<file path="config.mk">
export PLATFORM = sky130hd
export DESIGN_NAME = axis_excursion_triggered_capture
export DESIGN_NICKNAME = d
export VERILOG_FILES = /design/src/sv/aetc_pkg.sv /design/src/sv/aetc_ram.sv /design/src/sv/aetc_lane.sv /design/src/sv/aetc_dump.sv /design/src/sv/axis_excursion_triggered_capture.sv
export SDC_FILE = /design/constraint.sdc
export NUM_CORES = 1
export LEC_CHECK = 0
export BUFFER_PORTS_ARGS = -buffer_cell sky130_fd_sc_hd__buf_2
export CORE_MARGIN = 2
export CORE_UTILIZATION = 56
export DETAILED_ROUTE_END_ITERATION = 6
export PLACE_DENSITY_LB_ADDON = 0.08
export SLEW_MARGIN = 10
export SYNTH_ARGS = -nofsm -noshare
export SYNTH_HDL_FRONTEND = slang
export SYNTH_HIERARCHICAL = 1
export SYNTH_SLANG_ARGS = --single-unit
export TNS_END_PERCENT = 100
</file>
<file path="constraint.sdc">
create_clock -name clock -period 2.9 [get_ports clock]
set_input_delay 0.435 -clock clock [delete_from_list [all_inputs] [get_ports clock]]
set_output_delay 0.435 -clock clock [all_outputs]
set_load 0.01 [all_outputs]
</file>
<file path="src/sv/aetc_pkg.sv">
// shared types and constants of the axis excursion capture block
// depends on nothing
package aetc_pkg;

   localparam int AXIS_COUNT = 4;
   localparam int AXIS_WIDTH = 12;
   localparam int BYTE_WIDTH = 8;
   localparam int DUMP_BYTES = 64;
   localparam int DUMP_IDX_WIDTH = 6;
   localparam int AXIS_IDX_WIDTH = 2;
   localparam int CSR_IDX_WIDTH = 2;

   localparam logic [CSR_IDX_WIDTH-1:0] REG_UPPER_CAP = 2'd0;
   localparam logic [CSR_IDX_WIDTH-1:0] REG_LOWER_CAP = 2'd1;
   localparam logic [CSR_IDX_WIDTH-1:0] REG_DUMP_TAG  = 2'd2;

   localparam logic [AXIS_WIDTH-1:0] UPPER_CAP_RESET = 12'd3830;
   localparam logic [AXIS_WIDTH-1:0] LOWER_CAP_RESET = 12'd265;
   localparam logic [BYTE_WIDTH-1:0] DUMP_TAG_RESET  = 8'd0;

   typedef struct packed {
      logic                  excursion;
      logic                  in_band;
      logic [BYTE_WIDTH-1:0] sample;
   } lane_out_type;

   typedef struct packed {
      logic                      start;
      logic [AXIS_IDX_WIDTH-1:0] axis;
   } dump_ctl_type;

endpackage

</file>
<file path="src/sv/aetc_ram.sv">
// generic single write port ram with registered read
// depends on nothing
module aetc_ram #(
   parameter int WIDTH = 8,
   parameter int DEPTH = 62,
   localparam int AW = (DEPTH > 1) ? $clog2(DEPTH) : 1
) (
   input  logic             clock,
   input  logic             wr_en,
   input  logic [AW-1:0]    wr_addr,
   input  logic [WIDTH-1:0] wr_data,
   input  logic             rd_en,
   input  logic [AW-1:0]    rd_addr,
   output logic [WIDTH-1:0] rd_data
);

   logic [WIDTH-1:0] mem_ff [DEPTH];
   logic [WIDTH-1:0] rd_data_ff;

   always_ff @(posedge clock) begin
      if (wr_en) begin
         mem_ff[wr_addr] <= wr_data;
      end
      if (rd_en) begin
         rd_data_ff <= mem_ff[rd_addr];
      end
   end

   assign rd_data = rd_data_ff;

endmodule

</file>
<file path="src/sv/aetc_lane.sv">
// one axis lane: offset, cap compare and sample byte
// depends on aetc_pkg
module aetc_lane (
   input  logic signed [aetc_pkg::AXIS_WIDTH-1:0] axis_in,
   input  logic        [aetc_pkg::AXIS_WIDTH-1:0] hi_limit,
   input  logic        [aetc_pkg::AXIS_WIDTH-1:0] lo_limit,
   output aetc_pkg::lane_out_type                 lane_out
);

   logic [aetc_pkg::AXIS_WIDTH-1:0] offs;

   // adding 2048 flips the sign bit
   assign offs = {~axis_in[aetc_pkg::AXIS_WIDTH-1], axis_in[aetc_pkg::AXIS_WIDTH-2:0]};

   always_comb begin
      lane_out.excursion = (offs >= hi_limit) || (offs <= lo_limit);
      lane_out.in_band   = (offs < hi_limit) && (offs > lo_limit);
      lane_out.sample    = offs[aetc_pkg::AXIS_WIDTH-1 -: aetc_pkg::BYTE_WIDTH];
   end

endmodule

</file>
<file path="src/sv/aetc_dump.sv">
// dump sequencer: ram read stage and output register for the 64-byte dump
// depends on aetc_pkg
module aetc_dump #(
   parameter int CAPTURE_LENGTH = 62,
   parameter int ADDR_WIDTH = 6
) (
   input  logic                              clock,
   input  logic                              reset,
   input  aetc_pkg::dump_ctl_type            ctl,
   input  logic [aetc_pkg::BYTE_WIDTH-1:0]   dump_tag,
   output logic                              rd_en,
   output logic [ADDR_WIDTH-1:0]             rd_addr,
   input  logic [aetc_pkg::BYTE_WIDTH-1:0]   rd_data,
   output logic                              busy,
   output logic                              rsp_valid,
   input  logic                              rsp_stall,
   output logic [aetc_pkg::BYTE_WIDTH-1:0]   rsp_dump_byte,
   output logic                              rsp_dump_last
);

   localparam int KW = aetc_pkg::DUMP_IDX_WIDTH + 1;

   logic                                  busy_ff, busy_in;
   logic [KW-1:0]                         k_ff, k_in;
   logic [aetc_pkg::AXIS_IDX_WIDTH-1:0]   axis_ff, axis_in;
   logic                                  b_vld_ff, b_vld_in;
   logic [aetc_pkg::DUMP_IDX_WIDTH-1:0]   b_k_ff, b_k_in;
   logic                                  b_smp_ff, b_smp_in;
   logic                                  out_vld_ff, out_vld_in;
   logic [aetc_pkg::BYTE_WIDTH-1:0]       out_byte_ff, out_byte_in;
   logic                                  out_last_ff, out_last_in;
   logic                                  out_free, issue_go, in_smp, done;
   logic [aetc_pkg::BYTE_WIDTH-1:0]       b_byte;

   assign out_free = !out_vld_ff || !rsp_stall;
   assign in_smp   = (k_ff >= KW'(2)) && (k_ff < KW'(CAPTURE_LENGTH + 2));
   assign issue_go = busy_ff && (k_ff < KW'(aetc_pkg::DUMP_BYTES)) && (!b_vld_ff || out_free);
   assign done     = busy_ff && (k_ff == KW'(aetc_pkg::DUMP_BYTES)) && (!b_vld_ff || out_free);

   assign rd_en   = issue_go && in_smp;
   assign rd_addr = ADDR_WIDTH'(k_ff - KW'(2));

   always_comb begin
      if (b_k_ff == '0) begin
         b_byte = dump_tag;
      end else if (b_k_ff == aetc_pkg::DUMP_IDX_WIDTH'(1)) begin
         b_byte = aetc_pkg::BYTE_WIDTH'(axis_ff);
      end else if (b_smp_ff) begin
         b_byte = rd_data;
      end else begin
         b_byte = '0;
      end
   end

   always_comb begin
      busy_in     = busy_ff;
      k_in        = k_ff;
      axis_in     = axis_ff;
      b_vld_in    = b_vld_ff;
      b_k_in      = b_k_ff;
      b_smp_in    = b_smp_ff;
      out_vld_in  = out_vld_ff;
      out_byte_in = out_byte_ff;
      out_last_in = out_last_ff;
      if (out_free) begin
         out_vld_in  = b_vld_ff;
         out_byte_in = b_byte;
         out_last_in = (b_k_ff == aetc_pkg::DUMP_IDX_WIDTH'(aetc_pkg::DUMP_BYTES - 1));
         b_vld_in    = 1'b0;
      end
      if (issue_go) begin
         b_vld_in = 1'b1;
         b_k_in   = k_ff[aetc_pkg::DUMP_IDX_WIDTH-1:0];
         b_smp_in = in_smp;
         k_in     = k_ff + KW'(1);
      end
      if (done) begin
         busy_in = 1'b0;
      end
      if (ctl.start) begin
         busy_in = 1'b1;
         k_in    = '0;
         axis_in = ctl.axis;
      end
   end

   always_ff @(posedge clock) begin
      if (reset) begin
         busy_ff    <= 1'b0;
         b_vld_ff   <= 1'b0;
         out_vld_ff <= 1'b0;
         k_ff       <= '0;
      end else begin
         busy_ff    <= busy_in;
         b_vld_ff   <= b_vld_in;
         out_vld_ff <= out_vld_in;
         k_ff       <= k_in;
      end
      axis_ff     <= axis_in;
      b_k_ff      <= b_k_in;
      b_smp_ff    <= b_smp_in;
      out_byte_ff <= out_byte_in;
      out_last_ff <= out_last_in;
   end

   assign busy          = busy_ff;
   assign rsp_valid     = out_vld_ff;
   assign rsp_dump_byte = out_byte_ff;
   assign rsp_dump_last = out_last_ff;

endmodule

</file>
<file path="src/sv/axis_excursion_triggered_capture.sv">
// top level of the axis excursion triggered capture block
// depends on aetc_pkg, aetc_lane, aetc_ram, aetc_dump
//
//   port group | direction | handshake          | carries
//   req_       | in        | req_valid/req_stall | left_x, left_y, right_x, right_y
//   rsp_       | out       | rsp_valid/rsp_stall | dump_byte, dump_last
//   csr_       | in        | csr_valid/csr_ready | csr_index, csr_data
//
// one item per cycle while idle, armed or capturing and no dump is running (four lanes
// compare in parallel); a finished capture stalls req_ while the dump sequencer runs,
// and the dump drains through the ram read stage, one byte per cycle without rsp_stall
// reset is synchronous and clears phase, caps to their defaults and the dump sequencer
// csr_ready is always high; writes are meant for idle periods
module axis_excursion_triggered_capture #(
   parameter int CAPTURE_LENGTH = 62
) (
   input  logic                                       clock,
   input  logic                                       reset,
   input  logic                                       req_valid,
   output logic                                       req_stall,
   input  logic signed [aetc_pkg::AXIS_WIDTH-1:0]     req_left_x,
   input  logic signed [aetc_pkg::AXIS_WIDTH-1:0]     req_left_y,
   input  logic signed [aetc_pkg::AXIS_WIDTH-1:0]     req_right_x,
   input  logic signed [aetc_pkg::AXIS_WIDTH-1:0]     req_right_y,
   output logic                                       rsp_valid,
   input  logic                                       rsp_stall,
   output logic        [aetc_pkg::BYTE_WIDTH-1:0]     rsp_dump_byte,
   output logic                                       rsp_dump_last,
   input  logic                                       csr_valid,
   output logic                                       csr_ready,
   input  logic        [aetc_pkg::CSR_IDX_WIDTH-1:0]  csr_index,
   input  logic        [aetc_pkg::AXIS_WIDTH-1:0]     csr_data
);

   localparam int ADDR_WIDTH = (CAPTURE_LENGTH > 1) ? $clog2(CAPTURE_LENGTH) : 1;

   typedef enum logic [1:0] {
      PH_IDLE,
      PH_ARMED,
      PH_CAPTURE
   } phase_type;

   phase_type                             phase_ff, phase_in;
   logic [aetc_pkg::AXIS_IDX_WIDTH-1:0]   axis_ff, axis_in;
   logic [ADDR_WIDTH-1:0]                 count_ff, count_in;
   logic [aetc_pkg::AXIS_WIDTH-1:0]       upper_ff, lower_ff;
   logic [aetc_pkg::BYTE_WIDTH-1:0]       tag_ff;

   logic signed [aetc_pkg::AXIS_WIDTH-1:0] axis_val [aetc_pkg::AXIS_COUNT];
   aetc_pkg::lane_out_type                 lane_out [aetc_pkg::AXIS_COUNT];
   aetc_pkg::lane_out_type                 chosen;
   aetc_pkg::dump_ctl_type                 dump_ctl;

   logic                                  req_fire, any_exc, wr_en, dump_busy;
   logic [aetc_pkg::AXIS_IDX_WIDTH-1:0]   first_exc;
   logic                                  rd_en;
   logic [ADDR_WIDTH-1:0]                 rd_addr;
   logic [aetc_pkg::BYTE_WIDTH-1:0]       rd_data;

   assign axis_val[0] = req_left_x;
   assign axis_val[1] = req_left_y;
   assign axis_val[2] = req_right_x;
   assign axis_val[3] = req_right_y;

   for (genvar g = 0; g < aetc_pkg::AXIS_COUNT; g++) begin : g_lane
      aetc_lane u_lane (
         .axis_in  (axis_val[g]),
         .hi_limit (upper_ff),
         .lo_limit (lower_ff),
         .lane_out (lane_out[g])
      );
   end

   // merge: first lane with an excursion, and the watched lane
   always_comb begin
      any_exc   = 1'b0;
      first_exc = '0;
      for (int i = aetc_pkg::AXIS_COUNT - 1; i >= 0; i--) begin
         if (lane_out[i].excursion) begin
            any_exc   = 1'b1;
            first_exc = aetc_pkg::AXIS_IDX_WIDTH'(i);
         end
      end
   end

   assign chosen    = lane_out[axis_ff];
   assign req_stall = dump_busy;
   assign req_fire  = req_valid && !req_stall;
   assign wr_en     = req_fire && (phase_ff == PH_CAPTURE);
   assign csr_ready = 1'b1;

   always_comb begin
      phase_in       = phase_ff;
      axis_in        = axis_ff;
      count_in       = count_ff;
      dump_ctl.start = 1'b0;
      dump_ctl.axis  = axis_ff;
      if (req_fire) begin
         unique case (phase_ff)
            PH_IDLE: begin
               if (any_exc) begin
                  phase_in = PH_ARMED;
                  axis_in  = first_exc;
               end
            end
            PH_ARMED: begin
               if (chosen.in_band) begin
                  phase_in = PH_CAPTURE;
                  count_in = '0;
               end
            end
            PH_CAPTURE: begin
               if (count_ff == ADDR_WIDTH'(CAPTURE_LENGTH - 1)) begin
                  phase_in       = PH_IDLE;
                  count_in       = '0;
                  dump_ctl.start = 1'b1;
               end else begin
                  count_in = count_ff + ADDR_WIDTH'(1);
               end
            end
            default: begin
               phase_in = PH_IDLE;
            end
         endcase
      end
   end

   always_ff @(posedge clock) begin
      if (reset) begin
         phase_ff <= PH_IDLE;
         axis_ff  <= '0;
         count_ff <= '0;
         upper_ff <= aetc_pkg::UPPER_CAP_RESET;
         lower_ff <= aetc_pkg::LOWER_CAP_RESET;
         tag_ff   <= aetc_pkg::DUMP_TAG_RESET;
      end else begin
         phase_ff <= phase_in;
         axis_ff  <= axis_in;
         count_ff <= count_in;
         if (csr_valid && csr_ready) begin
            unique case (csr_index)
               aetc_pkg::REG_UPPER_CAP: upper_ff <= csr_data;
               aetc_pkg::REG_LOWER_CAP: lower_ff <= csr_data;
               aetc_pkg::REG_DUMP_TAG:  tag_ff   <= csr_data[aetc_pkg::BYTE_WIDTH-1:0];
               default: begin
               end
            endcase
         end
      end
   end

   aetc_ram #(
      .WIDTH (aetc_pkg::BYTE_WIDTH),
      .DEPTH (CAPTURE_LENGTH)
   ) u_store (
      .clock   (clock),
      .wr_en   (wr_en),
      .wr_addr (count_ff),
      .wr_data (chosen.sample),
      .rd_en   (rd_en),
      .rd_addr (rd_addr),
      .rd_data (rd_data)
   );

   aetc_dump #(
      .CAPTURE_LENGTH (CAPTURE_LENGTH),
      .ADDR_WIDTH     (ADDR_WIDTH)
   ) u_dump (
      .clock         (clock),
      .reset         (reset),
      .ctl           (dump_ctl),
      .dump_tag      (tag_ff),
      .rd_en         (rd_en),
      .rd_addr       (rd_addr),
      .rd_data       (rd_data),
      .busy          (dump_busy),
      .rsp_valid     (rsp_valid),
      .rsp_stall     (rsp_stall),
      .rsp_dump_byte (rsp_dump_byte),
      .rsp_dump_last (rsp_dump_last)
   );

endmodule

</file>
---- After elaboration in Yosys (flattened, before gate mapping) ----
Memories as Yosys holds them, arrays and structs flattened. A register that Yosys moved wholly into a read port is not among the register bits.
Index checks and enable logic that the tools add are counted.
operators by class
  add/subtract/negate cells ............... 3
  multipliers ............................. 0
  div/mod/pow operators ................... 0
  magnitude comparators ................... 19
  equality and inequality tests ........... 11
  shift-type cells ........................ 0
  mux-type cells .......................... 30
  bitwise logic cells ..................... 5
  reductions and logical operators ........ 35
operators by type and width
  cell                                                                                  count
  12-bit greater-or-equal comparator                                                    4
  12-bit > comparator                                                                   4
  12-bit <= comparator                                                                  4
  12-bit less-than comparator                                                           4
  8-bit two-way mux                                                                     3
  10-bit binary-select mux with 2-bit select                                            1
  9-bit two-way mux                                                                     2
  2-bit two-way mux                                                                     7
  1-bit two-way mux                                                                     13
  6-bit equality test (second input constant)                                           2
  1-bit logical AND                                                                     12
  6-bit two-way mux                                                                     2
  6-bit case mux with 2 select lines                                                    1
  7-bit by 1-bit adder with 7-bit output (second input constant)                        1
  7-bit equality test (second input constant)                                           1
  7-bit by 2-bit greater-or-equal comparator with 1-bit output (second input constant)  1
  7-bit less-than comparator (second input constant)                                    1
  6-bit by 1-bit adder with 6-bit output (second input constant)                        1
  6-bit by 1-bit equality test with 1-bit output (second input constant)                1
  6-bit logical NOT                                                                     1
  1-bit logical OR                                                                      6
  2-bit case mux with 3 select lines                                                    1
  2-bit AND reduction                                                                   3
  3-bit AND reduction                                                                   2
  other kinds (13)                                                                      25
word-level totals
  register bits after elaboration ......... 70
  bits in latches ......................... 0
  bits in writable memories ............... 496
  bits in read-only memories .............. 0
  input port bits ......................... 67
  output and inout bits ................... 12
  memories ................................ 1
memory list
  memory          depth  bits a word  rd ports  clocked after memory_dff  write ports  line            source
  u_store.mem_ff  62     8            1         1                         1            aetc_ram.sv:17  logic [WIDTH-1:0] mem_ff [DEPTH];

---- Logic depth before layout (Yosys ltp) ----
  depth after elaboration ................. 9
  mapped depth ............................ 11
  gate-level depth less buffers ........... 11

---- Hierarchy ----
Netlist, hierarchy kept.
modules (own cells, without submodules)
  module                            times used  cells each  area each (sq um)  seq. area each (sq um)
  aetc_ram                          1           935         19636.3            15134.5
  aetc_lane                         4           93          699.4              0.0
  axis_excursion_triggered_capture  1           208         1985.7             840.8
  aetc_dump                         1           117         1360.1             740.7

---- Least setup slack after synthesis ----
No wires, ideal clock.
  path kind ............................... reg2reg
  start point ............................. register u_dump.k_ff[1]
  end point ............................... register u_store.rd_data_ff[3], in the netlist u_store/rd_data[3] (read register of u_store.mem_ff), data pin
  library setup time ...................... 0.255 ns
  arrival time ............................ 2.429 ns
  slack ................................... 0.216 ns
  cell stages (with the launch flop) ...... 11
  buffers on the path ..................... 3
  period minus slack after synthesis ...... 2.684 ns
  path through ............................ dfxtp_1 -> inv_1 -> ha_1 -> inv_1 -> buf_2 -> buf_2 -> buf_1 -> mux4_2 -> a221oi_1 -> o21ai_0 -> and3_1
between the ends
  elaborated cells on any way between the ends .. 7
  those cells by class .................... add/sub (1); order compare (2); reduce/logical (4)
RTL lines
  element                                      line                                    source
  start: declaration                           aetc_dump.sv:24                         logic [KW-1:0] k_ff, k_in;
  start signal: assignment                     aetc_dump.sv:97                         k_ff <= k_in;
  6-bit by 2-bit subtractor with 6-bit output  aetc_dump.sv:41                         assign rd_addr = ADDR_WIDTH'(k_ff - KW'(2));
  named net rd_addr[1]                         axis_excursion_triggered_capture.sv:57  logic [ADDR_WIDTH-1:0] rd_addr;
  end: declaration                             aetc_ram.sv:18                          logic [WIDTH-1:0] rd_data_ff;
The timed path passes the listed nets, and every way through them passes these cells.
A chain may end at the register's enable or synchronous reset.

---- Worst setup path in the final report ----
  start point ............................. register u_dump.k_ff[2]
  end point ............................... register u_store.rd_data_ff[2], in the netlist u_store/rd_data[2] (read register of u_store.mem_ff), data pin
Same word-level chain as after synthesis.

==> out/qor_table.md <==
| Step | Result | Reported |
|---|---|---|
| worst hold path | Worst hold path cell count | 2 |
| worst hold path | End point of the most critical hold path | upper_ff[10] |
| worst hold path | HP Class | in2reg |
| routing | Drt first pass iters | 5 |
| timing | Setup repair after global routing missed its margin | no |
| timing | Clock tree skew after final layout | 0.0461 ns |
| placement | Placed Cells | 2,347 |
| pwr | Power density of the placed cells | 592 mW/mm2 |
| timing | Maximum frequency from static timing analysis | 0.355 GHz |
| clock network | Clock slew seen by the registers of the worst setup and hold paths | 0.06 ns |
| setup path | Class of the most critical setup path | reg2reg |
| yosys | Nets in the synthesized netlist | 1,802 |
| placement | RD Place Congestion | 0.918 |
| cells and area | Post-layout util | 0.648 |
| yosys | Proportion of netlist area held by the largest area contributor | 0.608 |
| yosys | Number of synthesized flops with an enable pin | 522 |
| routing | Number of routed nets with antenna violations | 0 |
| floorplan | Number of rows in the core area | 78 |
| grt | Overall routing resource usage | 0.265 |
| yosys | Post-Syn Area | 0.0258 mm2 |
| pwr | Internal power component | 13,600 uW |
| clock network | H-tree depth | 2 |
| floorplan | Number of top-level pins | 79 |
| job | Maximum Capacitance Violations | 0 |
| routing | Detail-routed net length per standard cell | 25.1 um |
| clock network | Post-CTS setup buffer count | 0 |
| timing | Total negative slack | 0 ns |
| setup path | Largest fanout on the critical path | 22 |
| placement | Dpl hpwl | 42,200 um |
| grt | Via count of the first global-routing pass | 14,888 |
| setup path | Startpoint of the worst-slack reg-to-reg timing path | u_dump/k_ff[2] |
| setup path | Critical Path Slowest Stage Cell | sky130_fd_sc_hd__or3_1 |
| pwr | Overall power | 17,400 uW |
| timing | Final critical-path required period | 2.82 ns |
| floorplan | Total die area | 0.0478 mm2 |
| grt | First-pass GRT wire length | 92,700 um |
| timing | Hold violation total from the final report | 0 |
| cells and area | Share of final-layout standard cells stronger than drive strength 1 | 0.267 |
| clock network | Total number of clock tree sinks | 574 |
| pwr | Fraction of power spent switching nets | 0.217 |
| pwr | LEAKAGE | 0.0105 uW |
| setup path | Arrival time at the worst endpoint | 3.19 ns |
| setup path | Cells on worst reg2reg path | 9 |
| yosys | Flop and latch count out of synthesis | 574 |
| floorplan | Initial cell density of the core | 0.568 |
| grt | Initial antenna violation count | 1 |
| routing | Number of vias per cell after detailed routing | 6.04 |
| yosys | Leading cell types by total area after synthesis | sky130_fd_sc_hd__edfxtp_1 61%, sky130_fd_sc_hd__mux4_2 11%, sky130_fd_sc_hd__ha_1 5.0% |
| cells and area | Final instance count without filler cells | 2,451 |
| pwr | Sequential fraction of design power | 0.534 |
| pwr | Max rail drop VDD | 0.580 mV |
| clock network | Clock tree from TritonCTS | done |
| cells and area | Count of filler cells inserted in the layout | 3,288 |
| yosys | Share of flip-flops with an asynchronous set or reset | 0 |
| timing | Ratio of final minimum period to clock period | 0.971 |
| timing | Final-report max-slew violation count | 0 |
| floorplan | Vertical die dimension | 219 um |
| timing | Headroom to the max-slew limit | 0.417 |
| setup path | Delay of the slowest cell on the worst path | 0.39 ns |
| placement | Total of buffers placed on input and output ports | 77 |
| yosys | Distinct cells, synth | 71 |
| routing | Final wirelength | 61,500 um |
| pwr | Combinational group share of total power | 0.054 |
| setup path | Cell breakdown of the critical path | inv_1 -> ha_1 -> inv_6 -> buf_12 -> mux4_2 -> a22oi_1 -> a21oi_1 -> or3_1 -> a31o_1 |
| status | Status | finished, final reports clean |
| routing | Number of remaining DRC errors | 0 |
| grt | Maximum number of pins on one net before global-route repair | 63 |
| cells and area | Area Growth Syn to Fin | 14.1% |
| routing | Drt initial violations | 1,437 |
| timing | Total of endpoints with negative setup slack in the final report | 0 |
| yosys | Average instance area after synthesis | 15.8 um2 |
| yosys | Biggest area consumer among synthesized cells | sky130_fd_sc_hd__edfxtp_1 |
| yosys | Synth Flop Type | sky130_fd_sc_hd__edfxtp_1 |
| grt | GRT overflow | 0 |
| routing | Total via count after detailed routing | 14,808 |
| pwr | Clock power frac | 0.412 |
| timing | Slew at the pin with the worst max-slew slack | 0.872 ns |
| setup path | Reg-to-reg endpoint | u_store/rd_data[2] |
| clock network | CTS Root Cell | sky130_fd_sc_hd__clkbuf_16 |
| clock network | Number of clock buffers inserted by TritonCTS | 56 |
| setup path | Critical Path RT | 3.27 ns |
| yosys | Number of warnings reported in the yosys synthesis log | 6 |
| floorplan | DIE WIDTH | 219 um |
| cells and area | # diodes | 0 |
| pwr | Psw | 3770 uW |
| setup path | Minimum setup slack among reg-to-reg paths | 0.08 ns |
| setup path | Kind of end point of the critical path | register |
| floorplan | Floorplan Core Area | 0.0454 mm2 |
| clock network | Worst-skew pair later-pin latency | 0.63 ns |
| yosys | Share of synthesized area occupied by flip-flops and latches | 0.648 |
| worst hold path | Hold Path Origin | csr_data[10] |
| cells and area | Layout net count | 1,975 |
| yosys | Cells after synthesis | 1,632 |
| clock network | Largest buffer count on any clock path | 3 |
| setup path | Type of origin of the critical path | register |
[worst max-delay path, delay by kind of cell, from the launching register on]
family                     cells  cell delay, ns
adders and majority gates      1            0.34
and+or+nand+nor                1            0.39
AOI/OAI and AO/OA              3            0.64
buffers and inverters          3            0.51
muxes                          1            0.33
DFF                            1            0.33
[worst max-delay path by stage]
stage	slack [ns]	to	cells past startpoint	startpoint
CTS	0.05	u_store/rd_data[4]	10	u_dump/k_ff[2]
finish	0.08	u_store/rd_data[2]	9	u_dump/k_ff[2]
detailed placement	0.009	u_store/rd_data[0]	10	u_dump/k_ff[2]
floorplan	0.22	u_store/rd_data[3]	10	u_dump/k_ff[1]
global placement	0.06	u_store/rd_data[0]	10	u_dump/k_ff[2]
global route	0.003	count_ff[3]	11	lower_ff[10]
[cells in the mapped netlist, types with 15 or more instances]
cell and count:
sky130_fd_sc_hd__nand3_1 19, sky130_fd_sc_hd__ha_1 103, sky130_fd_sc_hd__dfxtp_1 52, sky130_fd_sc_hd__mux2i_1 66
sky130_fd_sc_hd__inv_1 112, sky130_fd_sc_hd__nand2_1 78, sky130_fd_sc_hd__buf_4 42, sky130_fd_sc_hd__clkbuf_1 36
sky130_fd_sc_hd__nand4_1 15, sky130_fd_sc_hd__edfxtp_1 522, sky130_fd_sc_hd__mux4_2 123, sky130_fd_sc_hd__nor2_1 103
sky130_fd_sc_hd__nand2b_1 15, sky130_fd_sc_hd__nor2b_1 26, sky130_fd_sc_hd__a21oi_1 42, sky130_fd_sc_hd__o21ai_0 40
[per-stage QoR]
stage | hold slack [ns] | setup slack, ns | instance area [um2]
final | 0.0840 | 0.0834 | 29400
after global routing | 0.0637 | 0.00326 | 29400
after CTS | 0.0484 | 0.0476 | 29400
after detailed placement | 0.493 | 0.00896 | 27500
after global placement | 0.473 | 0.0592 | 27500
after floorplan | 0.403 | 0.216 | 25800
[per-layer routing]
layer / up-vias / global-route usage / routed length [um] / part of all wire
li1: 6670 / - / - / -
met1: 7473 / 0.380 / 26200 / 0.43
met2: 558 / 0.422 / 29400 / 0.48
met3: 105 / 0.0452 / 4490 / 0.073
met4: 2 / 0.0760 / 1490 / 0.024
met5: - / 0 / 9 / 0.00015
[layout by cell type (no fill, tap or decap), types with 10 or more instances in the layout]
cell,Yosys,layout
sky130_fd_sc_hd__nor3_1,13,13
sky130_fd_sc_hd__nor2_1,103,103
sky130_fd_sc_hd__clkinv_2,0,11
sky130_fd_sc_hd__clkinv_1,1,10
sky130_fd_sc_hd__clkbuf_1,36,13
sky130_fd_sc_hd__nand2_1,78,77
sky130_fd_sc_hd__nand2b_1,15,15
sky130_fd_sc_hd__and3_1,12,12
sky130_fd_sc_hd__mux4_2,123,123
sky130_fd_sc_hd__mux2i_1,66,65
sky130_fd_sc_hd__o22ai_1,14,14
sky130_fd_sc_hd__clkbuf_16,0,56
sky130_fd_sc_hd__a211oi_1,10,10
sky130_fd_sc_hd__ha_1,103,103
sky130_fd_sc_hd__mux2_2,10,10
sky130_fd_sc_hd__a221oi_1,10,10
sky130_fd_sc_hd__dfxtp_1,52,43
sky130_fd_sc_hd__edfxtp_1,522,522
sky130_fd_sc_hd__inv_1,112,110
sky130_fd_sc_hd__a21oi_1,42,42
sky130_fd_sc_hd__nand3_1,19,19
sky130_fd_sc_hd__nand4_1,15,15
sky130_fd_sc_hd__buf_4,42,131
sky130_fd_sc_hd__nor2b_1,26,26
sky130_fd_sc_hd__o21ai_0,40,40
sky130_fd_sc_hd__buf_2,14,77
[layout make-up]
type | instances | area [um2] | share of cell area
Clock buffer | 69 | 1450 | 0.0493
Clock inverter | 35 | 379 | 0.0129
Inverter | 113 | 429 | 0.0146
Multi-Input combinational cell | 843 | 8120 | 0.276
Sequential cell | 574 | 16700 | 0.569
Tap cell | 600 | 751 | 0.0255
Timing Repair Buffer | 217 | 1550 | 0.0527
[flip-flops by register name, indices dropped and copies added (netlist names)]
name and cells:
u_dump/rsp_dump_last 1, u_dump/b_smp_ff 1, u_dump/axis_ff 2, u_store/mem_ff 496
lower_ff 12, u_dump/k_ff 7, count_ff 6, tag_ff 8
axis_ff 2, u_store/rd_data 8, u_dump/b_k_ff 6, u_dump/busy 1
upper_ff 12, u_dump/rsp_dump_byte 8, phase_ff 2, u_dump/rsp_valid 1
u_dump/b_vld_ff 1
[timing repair]
item | in CTS | in global routing
hold buffers | 0 | 0
setup endpoints to repair | 1 | 13
resized for setup | 1 | 15
[logic make-up after synthesis]
logic type,Yosys count,share of synthesized area
multiplexers,199,0.137
flip-flops,574,0.648
other,1,0.000145
adder cells (fa/ha/maj),103,0.0500
AND/OR/NAND/NOR,341,0.0698
AO/OA/AOI/OAI,194,0.0532
buffers and inverters,215,0.0393
XOR/XNOR,5,0.00170
[power groups by stage]
stage | Combinational [uW] | Sequential, uW | Clock (uW)
2_1_floorplan | 557 | 9440 | 0
6_report | 936 | 9290 | 7180
4_1_cts | 943 | 9290 | 7310
5_1_grt | 1040 | 9290 | 7610
3_3_place_gp | 904 | 9470 | 0
3_5_place_dp | 943 | 9470 | 0
No activity file was read; power rests on OpenSTA's default activity.
